`src/hdl/atl_pkg.sv`:
```
// package: segment tables and helpers for the adc temperature linearizer
`timescale 1ns / 1ps

package atl_pkg;

  localparam int unsigned SEG_COUNT   = 13;
  localparam int unsigned SEG_IDX_W   = $clog2(SEG_COUNT);
  localparam int unsigned CODE_W      = 8;
  localparam int unsigned SLOPE_W     = 20;
  localparam int unsigned OFF_W       = 10;
  localparam int unsigned PROD_W      = CODE_W + SLOPE_W;
  localparam int unsigned Q_FRAC      = 16;
  localparam int unsigned TENTHS_W    = 11;
  localparam int unsigned TEMP_W      = 8;
  localparam int unsigned FRAC_W      = 4;

  // reciprocal of ten, q16; exact floor for every 11-bit tenths value
  localparam int unsigned RECIP_W     = 13;
  localparam logic [RECIP_W-1:0] DIV10_RECIP = 13'd6554;
  localparam int unsigned DIVP_W      = TENTHS_W + RECIP_W;

  localparam logic [FRAC_W-1:0] FRAC_UP_MIN   = 4'd8;
  localparam logic [FRAC_W-1:0] FRAC_HALF_MIN = 4'd3;

  // lowest code of each segment
  localparam logic [CODE_W-1:0] SEG_BASE [SEG_COUNT] = '{
    8'd11,  8'd31,  8'd54,  8'd74,  8'd85,  8'd97,  8'd110,
    8'd116, 8'd125, 8'd165, 8'd173, 8'd186, 8'd190
  };

  // q16 slope already scaled by ten, so the product lands in tenths
  localparam logic [SLOPE_W-1:0] SEG_SLOPE10 [SEG_COUNT] = '{
    20'd350490, 20'd281800, 20'd325320, 20'd320190, 20'd273070,
    20'd252060, 20'd1026880, 20'd730120, 20'd243370, 20'd414520,
    20'd524500, 20'd257000, 20'd278450
  };

  // temperature at the segment base, in tenths
  localparam logic [OFF_W-1:0] SEG_OFF10 [SEG_COUNT] = '{
    10'd0,   10'd50,  10'd150, 10'd250, 10'd300, 10'd350, 10'd400,
    10'd500, 10'd600, 10'd750, 10'd800, 10'd900, 10'd916
  };

  // highest segment whose base is not above the code
  function automatic logic [SEG_IDX_W-1:0] seg_pick(input logic [CODE_W-1:0] code);
    logic [SEG_IDX_W-1:0] s;
    s = '0;
    for (int i = 1; i < SEG_COUNT; i++) begin
      if (code >= SEG_BASE[i]) begin
        s = SEG_IDX_W'(i);
      end
    end
    return s;
  endfunction

endpackage

```
`src/hdl/adc_temperature_linearizer_unit.sv`:
```
// top level: three-stage pipelined adc code to half-degree temperature mapper
`timescale 1ns / 1ps

//  channel | ports                                   | direction
//  --------+-----------------------------------------+----------
//  in      | in_valid, in_ready, in_adc_code         | input item
//  out     | out_valid, out_ready, out_temp_half_c,  | result item
//          | out_below_range                         |
//
//  one item per cycle sustained while out_ready stays high; an accepted item is registered in each stage in turn
//  stages: input register, segment multiply into tenths, rounding to half degrees
//  synchronous active-low reset clears the stage valid bits only
//  a stall on out_ready holds the output stage; items behind it move up into empty stages,
//  so up to three items sit in the pipe before in_ready drops

module adc_temperature_linearizer_unit (
  input  logic                        clk,
  input  logic                        rst_n,
  input  logic                        in_valid,
  output logic                        in_ready,
  input  logic [atl_pkg::CODE_W-1:0]  in_adc_code,
  output logic                        out_valid,
  input  logic                        out_ready,
  output logic [atl_pkg::TEMP_W-1:0]  out_temp_half_c,
  output logic                        out_below_range
);

  import atl_pkg::*;

  // stage valid bits
  logic a_valid_r, b_valid_r, out_valid_r;
  logic a_free, b_free, c_free;

  // stage a: captured code
  logic [CODE_W-1:0]   a_code_r;

  // stage b: tenths value and range flag
  logic [TENTHS_W-1:0] b_tenths_r, b_tenths_nxt;
  logic                b_below_r, b_below_nxt;

  // stage c: result
  logic [TEMP_W-1:0]   out_temp_r, out_temp_nxt;
  logic                out_below_r;

  // segment math signals
  logic [SEG_IDX_W-1:0] seg;
  logic [CODE_W-1:0]    delta;
  logic [PROD_W-1:0]    prod;
  logic [TENTHS_W:0]    tenths_sum;

  // rounding signals
  logic [DIVP_W-1:0]    divp;
  logic [TEMP_W-1:0]    whole;
  logic [TENTHS_W-1:0]  whole_x10;
  logic [TENTHS_W-1:0]  frac_full;
  logic [FRAC_W-1:0]    frac;

  // flow control: a stage moves on when the next one is empty or moving
  assign c_free   = !out_valid_r || out_ready;
  assign b_free   = !b_valid_r || c_free;
  assign a_free   = !a_valid_r || b_free;
  assign in_ready = a_free;

  assign out_valid       = out_valid_r;
  assign out_temp_half_c = out_temp_r;
  assign out_below_range = out_below_r;

  // segment select, offset from base and constant-slope multiply
  always_comb begin
    seg         = seg_pick(a_code_r);
    delta       = a_code_r - SEG_BASE[seg];
    prod        = PROD_W'(delta) * PROD_W'(SEG_SLOPE10[seg]);
    tenths_sum  = (TENTHS_W+1)'(SEG_OFF10[seg]) + (TENTHS_W+1)'(prod[PROD_W-1:Q_FRAC]);
    b_below_nxt = (a_code_r < SEG_BASE[0]);
    // codes under the first base saturate to zero
    b_tenths_nxt = b_below_nxt ? '0 : tenths_sum[TENTHS_W-1:0];
  end

  // tenths to half degrees: .0-.2 down, .3-.7 to .5, .8-.9 up
  always_comb begin
    divp      = DIVP_W'(b_tenths_r) * DIVP_W'(DIV10_RECIP);
    whole     = divp[Q_FRAC +: TEMP_W];
    whole_x10 = TENTHS_W'({whole, 3'b000}) + TENTHS_W'({whole, 1'b0});
    frac_full = b_tenths_r - whole_x10;
    frac      = frac_full[FRAC_W-1:0];
    out_temp_nxt = {whole[TEMP_W-2:0], 1'b0};
    if (frac >= FRAC_UP_MIN) begin
      out_temp_nxt = out_temp_nxt + TEMP_W'(2);
    end else if (frac >= FRAC_HALF_MIN) begin
      out_temp_nxt = out_temp_nxt + TEMP_W'(1);
    end
  end

  // valid bits
  always_ff @(posedge clk) begin
    if (!rst_n) begin
      a_valid_r   <= 1'b0;
      b_valid_r   <= 1'b0;
      out_valid_r <= 1'b0;
    end else begin
      if (a_free) begin
        a_valid_r <= in_valid;
      end
      if (b_free) begin
        b_valid_r <= a_valid_r;
      end
      if (c_free) begin
        out_valid_r <= b_valid_r;
      end
    end
  end

  // payload registers
  always_ff @(posedge clk) begin
    if (in_valid && a_free) begin
      a_code_r <= in_adc_code;
    end
    if (a_valid_r && b_free) begin
      b_tenths_r <= b_tenths_nxt;
      b_below_r  <= b_below_nxt;
    end
    if (b_valid_r && c_free) begin
      out_temp_r  <= out_temp_nxt;
      out_below_r <= b_below_r;
    end
  end

endmodule

```
`config.mk`:
```
export PLATFORM = sky130hd
export DESIGN_NAME = adc_temperature_linearizer_unit
export DESIGN_NICKNAME = d
export VERILOG_FILES = /design/src/hdl/atl_pkg.sv /design/src/hdl/adc_temperature_linearizer_unit.sv
export SDC_FILE = /design/constraint.sdc
export NUM_CORES = 1
export LEC_CHECK = 0
export BUFFER_PORTS_ARGS = -buffer_cell sky130_fd_sc_hd__buf_4
export CORE_UTILIZATION = 35
export CTS_CLUSTER_SIZE = 10
export DETAILED_ROUTE_END_ITERATION = 8
export SLEW_MARGIN = 15
export SYNTH_ARGS = -nofsm -noshare
export SYNTH_HDL_FRONTEND = slang
export SYNTH_SLANG_ARGS = --single-unit
```
`constraint.sdc`:
```
create_clock -name clk -period 13.2 [get_ports clk]
set_clock_uncertainty 0.2 [all_clocks]
set_input_delay 0.66 -clock clk [delete_from_list [all_inputs] [get_ports clk]]
set_output_delay 0.66 -clock clk [all_outputs]
set_load 0.05 [all_outputs]
```
==> flow_summary_export.csv, run 1 <==
group,metric,value,unit
status,outcome,"finished, final reports clean",
yosys,synth_area_per_cell,8.838,sq um
yosys,synthArstFlopShare,0,
setup_path,end_kind,"flip-flop",
worst_hold_path,hold_path.class,"flip-flop to flip-flop",
setup_path,path_class,"flip-flop to flip-flop",
global_routing,grt_usage,0.1737,
global_routing,grt-ovfl-total,0,
routing,drt_wl_total,21390,um
clocking,cts_tree,"yes",
timing,achievable-frequency,82.81,MHz
run,maxCapViolCount,0,
clocking,cts_max_level,2,
timing,hold_viol,0,
floorplan,row_count,58,
clocking,cts_hold_buf,0,
routing,drtPass1Iterations,5,
setup_path,crit_top_cell,"a21oi_1",
routing,vias_per_cell,5.089,
worst_hold_path,min_path_cells,0,
setup_path,slowest_delay,0.72,ns
floorplan,die_w,161.5,um
yosys,netlist_area,8909,sq um
routing,avgRoutedWirePerCell,15.85,um
global_routing,grt_pass1_vias,7238,
timing,final.setup.tns,0,ns
routing,drc_errors,0,
floorplan,initial_utilization,0.3548,
yosys,ys_warn_count,0,
timing,fin_crit,12.08,ns
timing,rsz0062_at_grt,"no",
yosys,ys_ff_latch,32,
yosys,synthFlopType,"edfxtp_1",
routing,vias,6865,
floorplan,core,25110,sq um
placement,gp_congestion,0.9536,
clocking,post_cts_resized,0,
timing,drv_slew,0,
clocking,clock_sinks,32,
routing,first_iter_violations,571,
timing,timing.slew.headroom,0.2264,
yosys,synth.distinct_cells,65,
final_layout,diodes,0,
global_routing,antenna_found_initial,0,
setup_path,cp-start-kind,"flip-flop",
setup_path,worst_ep_required_time,12.99,ns
setup_path,reg2reg_from,"a_code_r[6]",
setup_path,cp-endpoint,"b_tenths_r[10]",
final_layout,drive_above_1_share,0.07262,
yosys,synth_edf_count,29,
yosys,synth_cells,1008,
setup_path,worstPathArrival,11.86,ns
placement,dp_hpwl,17750,um
clocking,post_cts_buffers,0,
final_layout,post-route-util,0.3824,
setup_path,rr_worst_depth,48,
timing,post-route-period-util,0.9149,
timing,tightest_slew,1.160,ns
final_layout,fin_nets,1295,
placement,portBuffers,22,
clocking,clock_latency,0.27,ns
placement,place_inst,1341,
final_layout,fin_cells,1349,
setup_path,rrSetupSlack,1.12,ns
setup_path,critPathMaxFanout,17,
yosys,ys_seq_area_frac,0.1045,
clocking,root_buffer,"clkbuf_16",
setup_path,cp-startpoint,"a_code_r[6]",
floorplan,fp.dieArea,26100,sq um
clocking,clk_pin_slew_worst_paths,0.05,ns
timing,finalSetupViolCount,0,
global_routing,grt_pass1_wl,36150,um
floorplan,die_h,161.5,um
clocking,cts_buffers,5,
setup_path,critPathSlowestCell,"edfxtp_1",
final_layout,syn2layout_area_growth,7.767,%
setup_path,r2r_end,"b_tenths_r[10]",
routing,ant_nets,0,
yosys,syn-num-nets,1285,
clocking,clockBufferDepth,2,
global_routing,grt_max_degree,21,
floorplan,ioPinCount,23,
==> worst max-delay path: cells and delay by family, from the launching register on <==
kind	cells	cell delay (ns)
XOR/XNOR	4	0.91
AO/OA/AOI/OAI	20	4.43
adder cells (fa/ha/maj)	8	3.17
AND/OR/NAND/NOR	10	1.70
buffers and inverters	6	0.63
flip-flops	1	0.72
==> cell usage in the layout, fill, tap and decap left out, types with 11 or more instances in the layout <==
master    count
a21o_1       15
a21oi_1      51
buf_4        31
edfxtp_1     29
fa_1        133
ha_1        132
inv_1       180
nand2_1      34
nand2b_1     21
nand3_1      13
nor2_1      173
nor2b_1      11
o21ai_0      26
or2_2        21
xnor2_1      29
xor2_1       14
==> registers in the layout, summed over array words and instances (netlist names) <==
signal           flops
out_valid            1
out_below_range      1
b_below_r            1
b_valid_r            1
a_code_r             8
out_temp_half_c      8
a_valid_r            1
b_tenths_r          11
==> worst min-delay path by stage <==
stage                          from              end  slack [ns]
after global routing      b_below_r  out_below_range        0.25
after floorplan           b_below_r  out_below_range        0.20
after CTS                 b_below_r  out_below_range        0.26
after detailed placement  b_below_r  out_below_range        0.23
after global placement    b_below_r  out_below_range        0.23
final                     b_below_r  out_below_range        0.25
==> metrics by stage <==
stage	cell area, sq um	hold slack (ns)	setup WS, ns
4_1_cts	9600	0.2598	1.145
5_1_grt	9600	0.2533	0.1795
6_report	9600	0.2479	1.124
3_3_place_gp	9437	0.2292	1.484
2_1_floorplan	8909	0.2003	2.436
3_5_place_dp	9437	0.2338	1.186
==> per-layer routing <==
| layer | track usage | wire length, um |
|---|---|---|
| met5 | 0 | 0 |
| met4 | 0.05617 | 564 |
| met3 | 0.02337 | 1070 |
| met1 | 0.2286 | 9597 |
| met2 | 0.2939 | 10150 |
==> synthesized netlist by cell type, drive strengths merged (2+ instances only) <==
cell / n / area share
or3: 3 / 0.0021
a31o: 2 / 0.0020
o21a: 7 / 0.0059
and3: 4 / 0.0029
o22a: 2 / 0.0020
a32oi: 3 / 0.0029
o22ai: 6 / 0.0058
o21ai: 30 / 0.018
a311o: 2 / 0.0022
fa: 133 / 0.30
nor3: 7 / 0.0039
o31ai: 3 / 0.0025
a21o: 15 / 0.013
o211ai: 5 / 0.0042
edfxtp: 29 / 0.098
a211o: 3 / 0.0029
ha: 132 / 0.19
nand4: 3 / 0.0021
or2: 21 / 0.015
nand2: 34 / 0.014
xor2: 14 / 0.014
clkbuf: 19 / 0.0080
a21oi: 52 / 0.030
dfxtp: 3 / 0.0067
a31oi: 8 / 0.0070
buf: 9 / 0.0052
o2111ai: 2 / 0.0020
inv: 181 / 0.076
a211oi: 3 / 0.0025
nand2b: 21 / 0.015
o21bai: 3 / 0.0025
xnor2: 29 / 0.029
a21boi: 2 / 0.0017
nor2: 173 / 0.073
nor2b: 11 / 0.0077
nand3: 13 / 0.0073
o221ai: 2 / 0.0020
==> logic make-up (layout without fill, tap and decap cells) <==
kind of cell,count (synthesis),count (layout),share of synthesized area
AOI/OAI and AO/OA,162,162,0.1284
xor gates and xnor gates,44,44,0.04480
adders and majority gates,265,265,0.4843
buffers and inverters,209,220,0.08947
DFF,32,32,0.1045
muxes,2,2,0.002388
and+or+nand+nor,294,294,0.1462
==> layout make-up <==
cell class / instances / area [sq um]
timing repair buffer: 31 / 232.7
tap: 330 / 412.9
clock inverter: 2 / 35.03
multi-input combinational: 767 / 7181
clock buffer: 6 / 128.9
sequential: 32 / 930.9
fill: 2613 / 15510
inverter: 181 / 679.4
Power of run 1 is left out: the tool's default activity adds up to more than one toggle a clock period on the data nets, which glitch-free logic cannot reach.
==> run 2: changes to the inputs <==
--- a/config.mk
+++ b/config.mk
@@ -6,9 +6,12 @@
 export NUM_CORES = 1
 export LEC_CHECK = 0
 export BUFFER_PORTS_ARGS = -buffer_cell sky130_fd_sc_hd__buf_4
+export CELL_PAD_IN_SITES_DETAIL_PLACEMENT = 2
+export CELL_PAD_IN_SITES_GLOBAL_PLACEMENT = 2
 export CORE_UTILIZATION = 35
 export CTS_CLUSTER_SIZE = 10
 export DETAILED_ROUTE_END_ITERATION = 8
+export PLACE_DENSITY_LB_ADDON = 0.1
 export SLEW_MARGIN = 15
 export SYNTH_ARGS = -nofsm -noshare
 export SYNTH_HDL_FRONTEND = slang
==> run 2 against run 1 <==
Compared with the run above: global-route usage up 4.6 points; setup slack got worse by 0.19 ns; wire length increased by 24%; core utilization up 0.13 points; critical path type unchanged; via count is 1.7% higher; critical path depth shrank 1; die area unchanged.
==> flow_summary_export.csv, run 2 (synthesis results as in run 1) <==
group,metric,value,unit
status,outcome,"finished, final reports clean",
clocking,root_buffer,"clkbuf_16",
setup_path,crit_top_cell,"a21oi_1",
timing,rsz0062_at_grt,"no",
final_layout,final_common_cell,"inv_1",
timing,post-route-period-util,0.9293,
global_routing,antenna_found_initial,0,
floorplan,die_h,161.5,um
placement,portBuffers,22,
floorplan,ioPinCount,23,
final_layout,fin_nets,1302,
placement,gp_congestion,0.7955,
clocking,clock_latency,0.28,ns
final_layout,diodes,0,
routing,vias,6979,
setup_path,critPathSlowestCell,"fa_1",
clocking,post_cts_resized,0,
floorplan,initial_utilization,0.3548,
routing,drt_wl_total,26570,um
timing,whs,0.2216,ns
timing,finalSetupViolCount,0,
setup_path,worst_ep_required_time,13.03,ns
timing,achievable-frequency,81.52,MHz
timing,hold_viol,0,
setup_path,reg2reg_from,"a_code_r[1]",
clocking,cts_tree,"yes",
routing,avgRoutedWirePerCell,19.59,um
placement,dp_slack,0.7857,ns
routing,drtPass1Iterations,4,
setup_path,rrSetupSlack,0.93,ns
timing,tightest_slew,1.113,ns
routing,vias_per_cell,5.147,
floorplan,row_count,58,
worst_hold_path,hold_path.class,"flip-flop to flip-flop",
setup_path,critPathMaxFanout,17,
global_routing,grt_max_degree,21,
timing,final.setup.tns,0,ns
setup_path,path_class,"flip-flop to flip-flop",
setup_path,r2r_end,"b_tenths_r[10]",
final_layout,largest_reg_flops,11,
final_layout,drive_above_1_share,0.07895,
clocking,cts_hold_buf,0,
clocking,cts_buffers,5,
run,maxCapViolCount,0,
global_routing,grt-ovfl-total,0,
setup_path,rr_worst_depth,47,
setup_path,cp-start-kind,"flip-flop",
worst_hold_path,holdCritStartpoint,"b_below_r",
clocking,post_cts_buffers,0,
placement,dp_hpwl,22610,um
final_layout,syn2layout_area_growth,8.146,%
floorplan,core,25110,sq um
timing,fin_crit,12.27,ns
worst_hold_path,whs_endpoint,"out_below_range",
floorplan,fp.dieArea,26100,sq um
worst_hold_path,min_path_cells,0,
final_layout,mostFrequentLayoutCells,"inv_1, nor2_1, fa_1, ha_1, a21oi_1",
setup_path,slowest_delay,0.55,ns
timing,timing.slew.headroom,0.2577,
timing,drv_slew,0,
routing,first_iter_violations,202,
final_layout,finish.instance_area,9634,sq um
clocking,clock_sinks,32,
global_routing,grt_pass1_vias,8085,
setup_path,worstPathArrival,12.10,ns
global_routing,grt_usage,0.2198,
final_layout,regMostFlops,"b_tenths_r",
setup_path,cp-startpoint,"a_code_r[1]",
global_routing,grt_pass1_wl,44230,um
routing,ant_nets,0,
clocking,clockBufferDepth,2,
floorplan,die_w,161.5,um
placement,place_area,9489,sq um
timing,worst_slack,0.9331,ns
clocking,clk_pin_slew_worst_paths,0.06,ns
routing,drc_errors,0,
setup_path,end_kind,"flip-flop",
clocking,cts_max_level,2,
## run 2: cell types whose count changed in the layout (fill, tap and decap cells not counted), sizes merged
cell      delta
buf          +7
bufinv       -1
clkinvlp     +1
## run 2: worst max-delay path by stage
stage,endpoint,cells past startpoint
after global placement,b_tenths_r[10],47
after global routing,b_tenths_r[10],46
after detailed placement,b_tenths_r[10],47
after floorplan,b_tenths_r[10],47
after CTS,b_tenths_r[10],47
final,b_tenths_r[10],47
## run 2: final cells by class
type                    count  area, sq um
fillers                  2834        15470
multi-input cells         767         7186
flip-flops and latches     32        930.9
inverters                 181        679.4
well taps                 330        412.9
repair buffers             38        285.3
clock buffers               6        128.9
clock inverters             2        11.26
## run 2: metal layers
| metal | global-route usage | vias to the layer above | routed length (um) |
|---|---|---|---|
| li1 | - | 3293 | - |
| met1 | 0.2704 | 3590 | 11730 |
| met2 | 0.4126 | 63 | 13860 |
| met3 | 0.01361 | 33 | 303 |
| met4 | 0.05789 | 0 | 680 |
| met5 | 0 | - | 0 |
## run 2: critical path, delay by kind of cell, from the launching register on
| kind | cells | cell delay [ns] |
|---|---|---|
| xor+xnor | 4 | 0.93 |
| fa+ha+maj | 8 | 3.40 |
| flops | 1 | 0.54 |
| buf+inv | 5 | 0.58 |
| compound gates | 22 | 4.69 |
| simple gates | 8 | 1.66 |
## run 2: through the flow
stage                       util  std cells
final                     0.3837       1356
after global placement    0.3779       1348
after floorplan                -       1008
after CTS                 0.3835       1356
after detailed placement  0.3779       1348
after global routing      0.3837       1356
Power of run 2 is left out for the same reason.
==> run 3: changes to the inputs <==
--- a/config.mk
+++ b/config.mk
@@ -12,6 +12,7 @@
 export CTS_CLUSTER_SIZE = 10
 export DETAILED_ROUTE_END_ITERATION = 8
 export PLACE_DENSITY_LB_ADDON = 0.1
+export REMOVE_ABC_BUFFERS = 1
 export SLEW_MARGIN = 15
 export SYNTH_ARGS = -nofsm -noshare
 export SYNTH_HDL_FRONTEND = slang
==> constraint.sdc (replaced) <==
create_clock -name clk -period 13.3 [get_ports clk]
set_clock_uncertainty 0.2 [all_clocks]
set_input_delay 0.665 -clock clk [delete_from_list [all_inputs] [get_ports clk]]
set_output_delay 0.665 -clock clk [all_outputs]
set_load 0.05 [all_outputs]
==> run 3 against run 2 <==
Compared with the run above: die area is the same; via count grew 0.11%; core utilization shrank 0.065 points; fmax decreased by 0.24%; flip-flop and latch count is the same; wire length increased by 2.1%; global-route usage rose by 0.21 points; count of clock-buffer cells in the layout shrank 1; setup slack improved by 0.071 ns; register-to-register slack improved by 0.07 ns.
==> flow_summary_export.csv, run 3 (synthesis results as in run 1) <==
group,metric,value,unit
status,outcome,"finished, final reports clean",
placement,gp_congestion,0.8169,
setup_path,r2r_end,"b_tenths_r[10]",
setup_path,path_class,"flip-flop to flip-flop",
global_routing,antenna_found_initial,0,
routing,first_iter_violations,203,
global_routing,grt_max_degree,21,
floorplan,ioPinCount,23,
clocking,post_cts_buffers,0,
timing,final.setup.tns,0,ns
clocking,cts_tree,"yes",
timing,rsz0062_at_grt,"no",
worst_hold_path,hold_path.class,"flip-flop to flip-flop",
clocking,post_cts_resized,0,
setup_path,critPathMaxFanout,17,
setup_path,crit_top_cell,"a21oi_1",
routing,vias_per_cell,5.160,
floorplan,die_w,161.5,um
floorplan,initial_utilization,0.3548,
final_layout,final_common_cell,"inv_1",
clocking,cts_max_level,2,
floorplan,row_count,58,
placement,dp_hpwl,23200,um
placement,portBuffers,22,
routing,vias,6987,
routing,ant_nets,0,
routing,avgRoutedWirePerCell,20.02,um
timing,finalSetupViolCount,0,
setup_path,worstPathArrival,12.13,ns
final_layout,post-route-util,0.3830,
timing,post-route-period-util,0.9245,
timing,whs,0.2227,ns
setup_path,end_kind,"flip-flop",
final_layout,fillers,2875,
timing,achievable-frequency,81.33,MHz
routing,drtPass1Iterations,4,
setup_path,cp-start-kind,"flip-flop",
global_routing,grt_pass1_vias,8178,
setup_path,worst_ep_required_time,13.13,ns
placement,place_area,9474,sq um
final_layout,seqCellArea,930.9,sq um
setup_path,reg2reg_from,"a_code_r[4]",
clocking,clockBufferDepth,2,
final_layout,drive_above_1_share,0.07813,
global_routing,grt-ovfl-total,0,
timing,tightest_slew,1.150,ns
routing,drt_wl_total,27110,um
final_layout,largest_reg_flops,11,
final_layout,multi_input_area,7181,sq um
final_layout,fin_nets,1300,
timing,timing.slew.headroom,0.2330,
clocking,clock_sinks,32,
clocking,root_buffer,"clkbuf_16",
setup_path,slowest_delay,0.65,ns
floorplan,fp.dieArea,26100,sq um
setup_path,rr_worst_depth,47,
timing,fin_crit,12.30,ns
floorplan,die_h,161.5,um
timing,drv_slew,0,
global_routing,grt_usage,0.2219,
clocking,cts_hold_buf,0,
floorplan,core,25110,sq um
final_layout,mostFrequentLayoutCells,"inv_1, nor2_1, fa_1, ha_1, a21oi_1",
final_layout,regMostFlops,"b_tenths_r",
clocking,clock_latency,0.28,ns
clocking,cts_buffers,5,
final_layout,finish.instance_area,9618,sq um
worst_hold_path,holdCritStartpoint,"b_below_r",
clocking,clk_pin_slew_worst_paths,0.06,ns
setup_path,rrSetupSlack,1.00,ns
global_routing,grt_pass1_wl,44520,um
routing,drc_errors,0,
setup_path,critPathSlowestCell,"edfxtp_1",
run,maxCapViolCount,0,
worst_hold_path,min_path_cells,0,
final_layout,diodes,0,
worst_hold_path,whs_endpoint,"out_below_range",
final_layout,syn2layout_area_growth,7.963,%
timing,hold_viol,0,
-- run 3: worst max-delay path: cells and delay by family, from the launching register on --
family,cells,cell delay [ns]
DFF,1,0.65
AOI/OAI and AO/OA,22,4.60
adders and majority gates,8,3.47
buffers and inverters,5,0.54
xor gates and xnor gates,4,0.95
and+or+nand+nor,8,1.62
-- run 3: per-layer routing --
metal	track usage	wire length (um)
met1	0.2745	11660
met2	0.4116	14250
met3	0.01284	588
met4	0.06690	610
met5	0	0
-- run 3: area by class of cell --
| cell class | count | area share |
|---|---|---|
| Sequential cell | 32 | 0.09679 |
| Tap cell | 330 | 0.04293 |
| Timing Repair Buffer | 36 | 0.02810 |
| Clock buffer | 5 | 0.01301 |
| Multi-Input combinational cell | 767 | 0.7466 |
| Clock inverter | 3 | 0.001951 |
| Inverter | 181 | 0.07064 |
-- run 3: through the flow --
step	worst slack [ns]	cells
2_1_floorplan	2.031	980
3_3_place_gp	1.384	1346
3_5_place_dp	1.076	1346
4_1_cts	1.009	1354
5_1_grt	0.2072	1354
6_report	1.004	1354
-- run 3: worst max-delay path by stage --
stage                 from  cells past startpoint        endpoint  slack (ns)
6_report       a_code_r[4]                     47  b_tenths_r[10]        1.00
5_1_grt        a_code_r[1]                     47  b_tenths_r[10]        0.21
4_1_cts        a_code_r[4]                     47  b_tenths_r[10]        1.01
3_5_place_dp   a_code_r[4]                     47  b_tenths_r[10]        1.08
3_3_place_gp   a_code_r[4]                     47  b_tenths_r[10]        1.38
2_1_floorplan  a_code_r[4]                     45  b_tenths_r[10]        2.03
Power of run 3 is left out for the same reason.
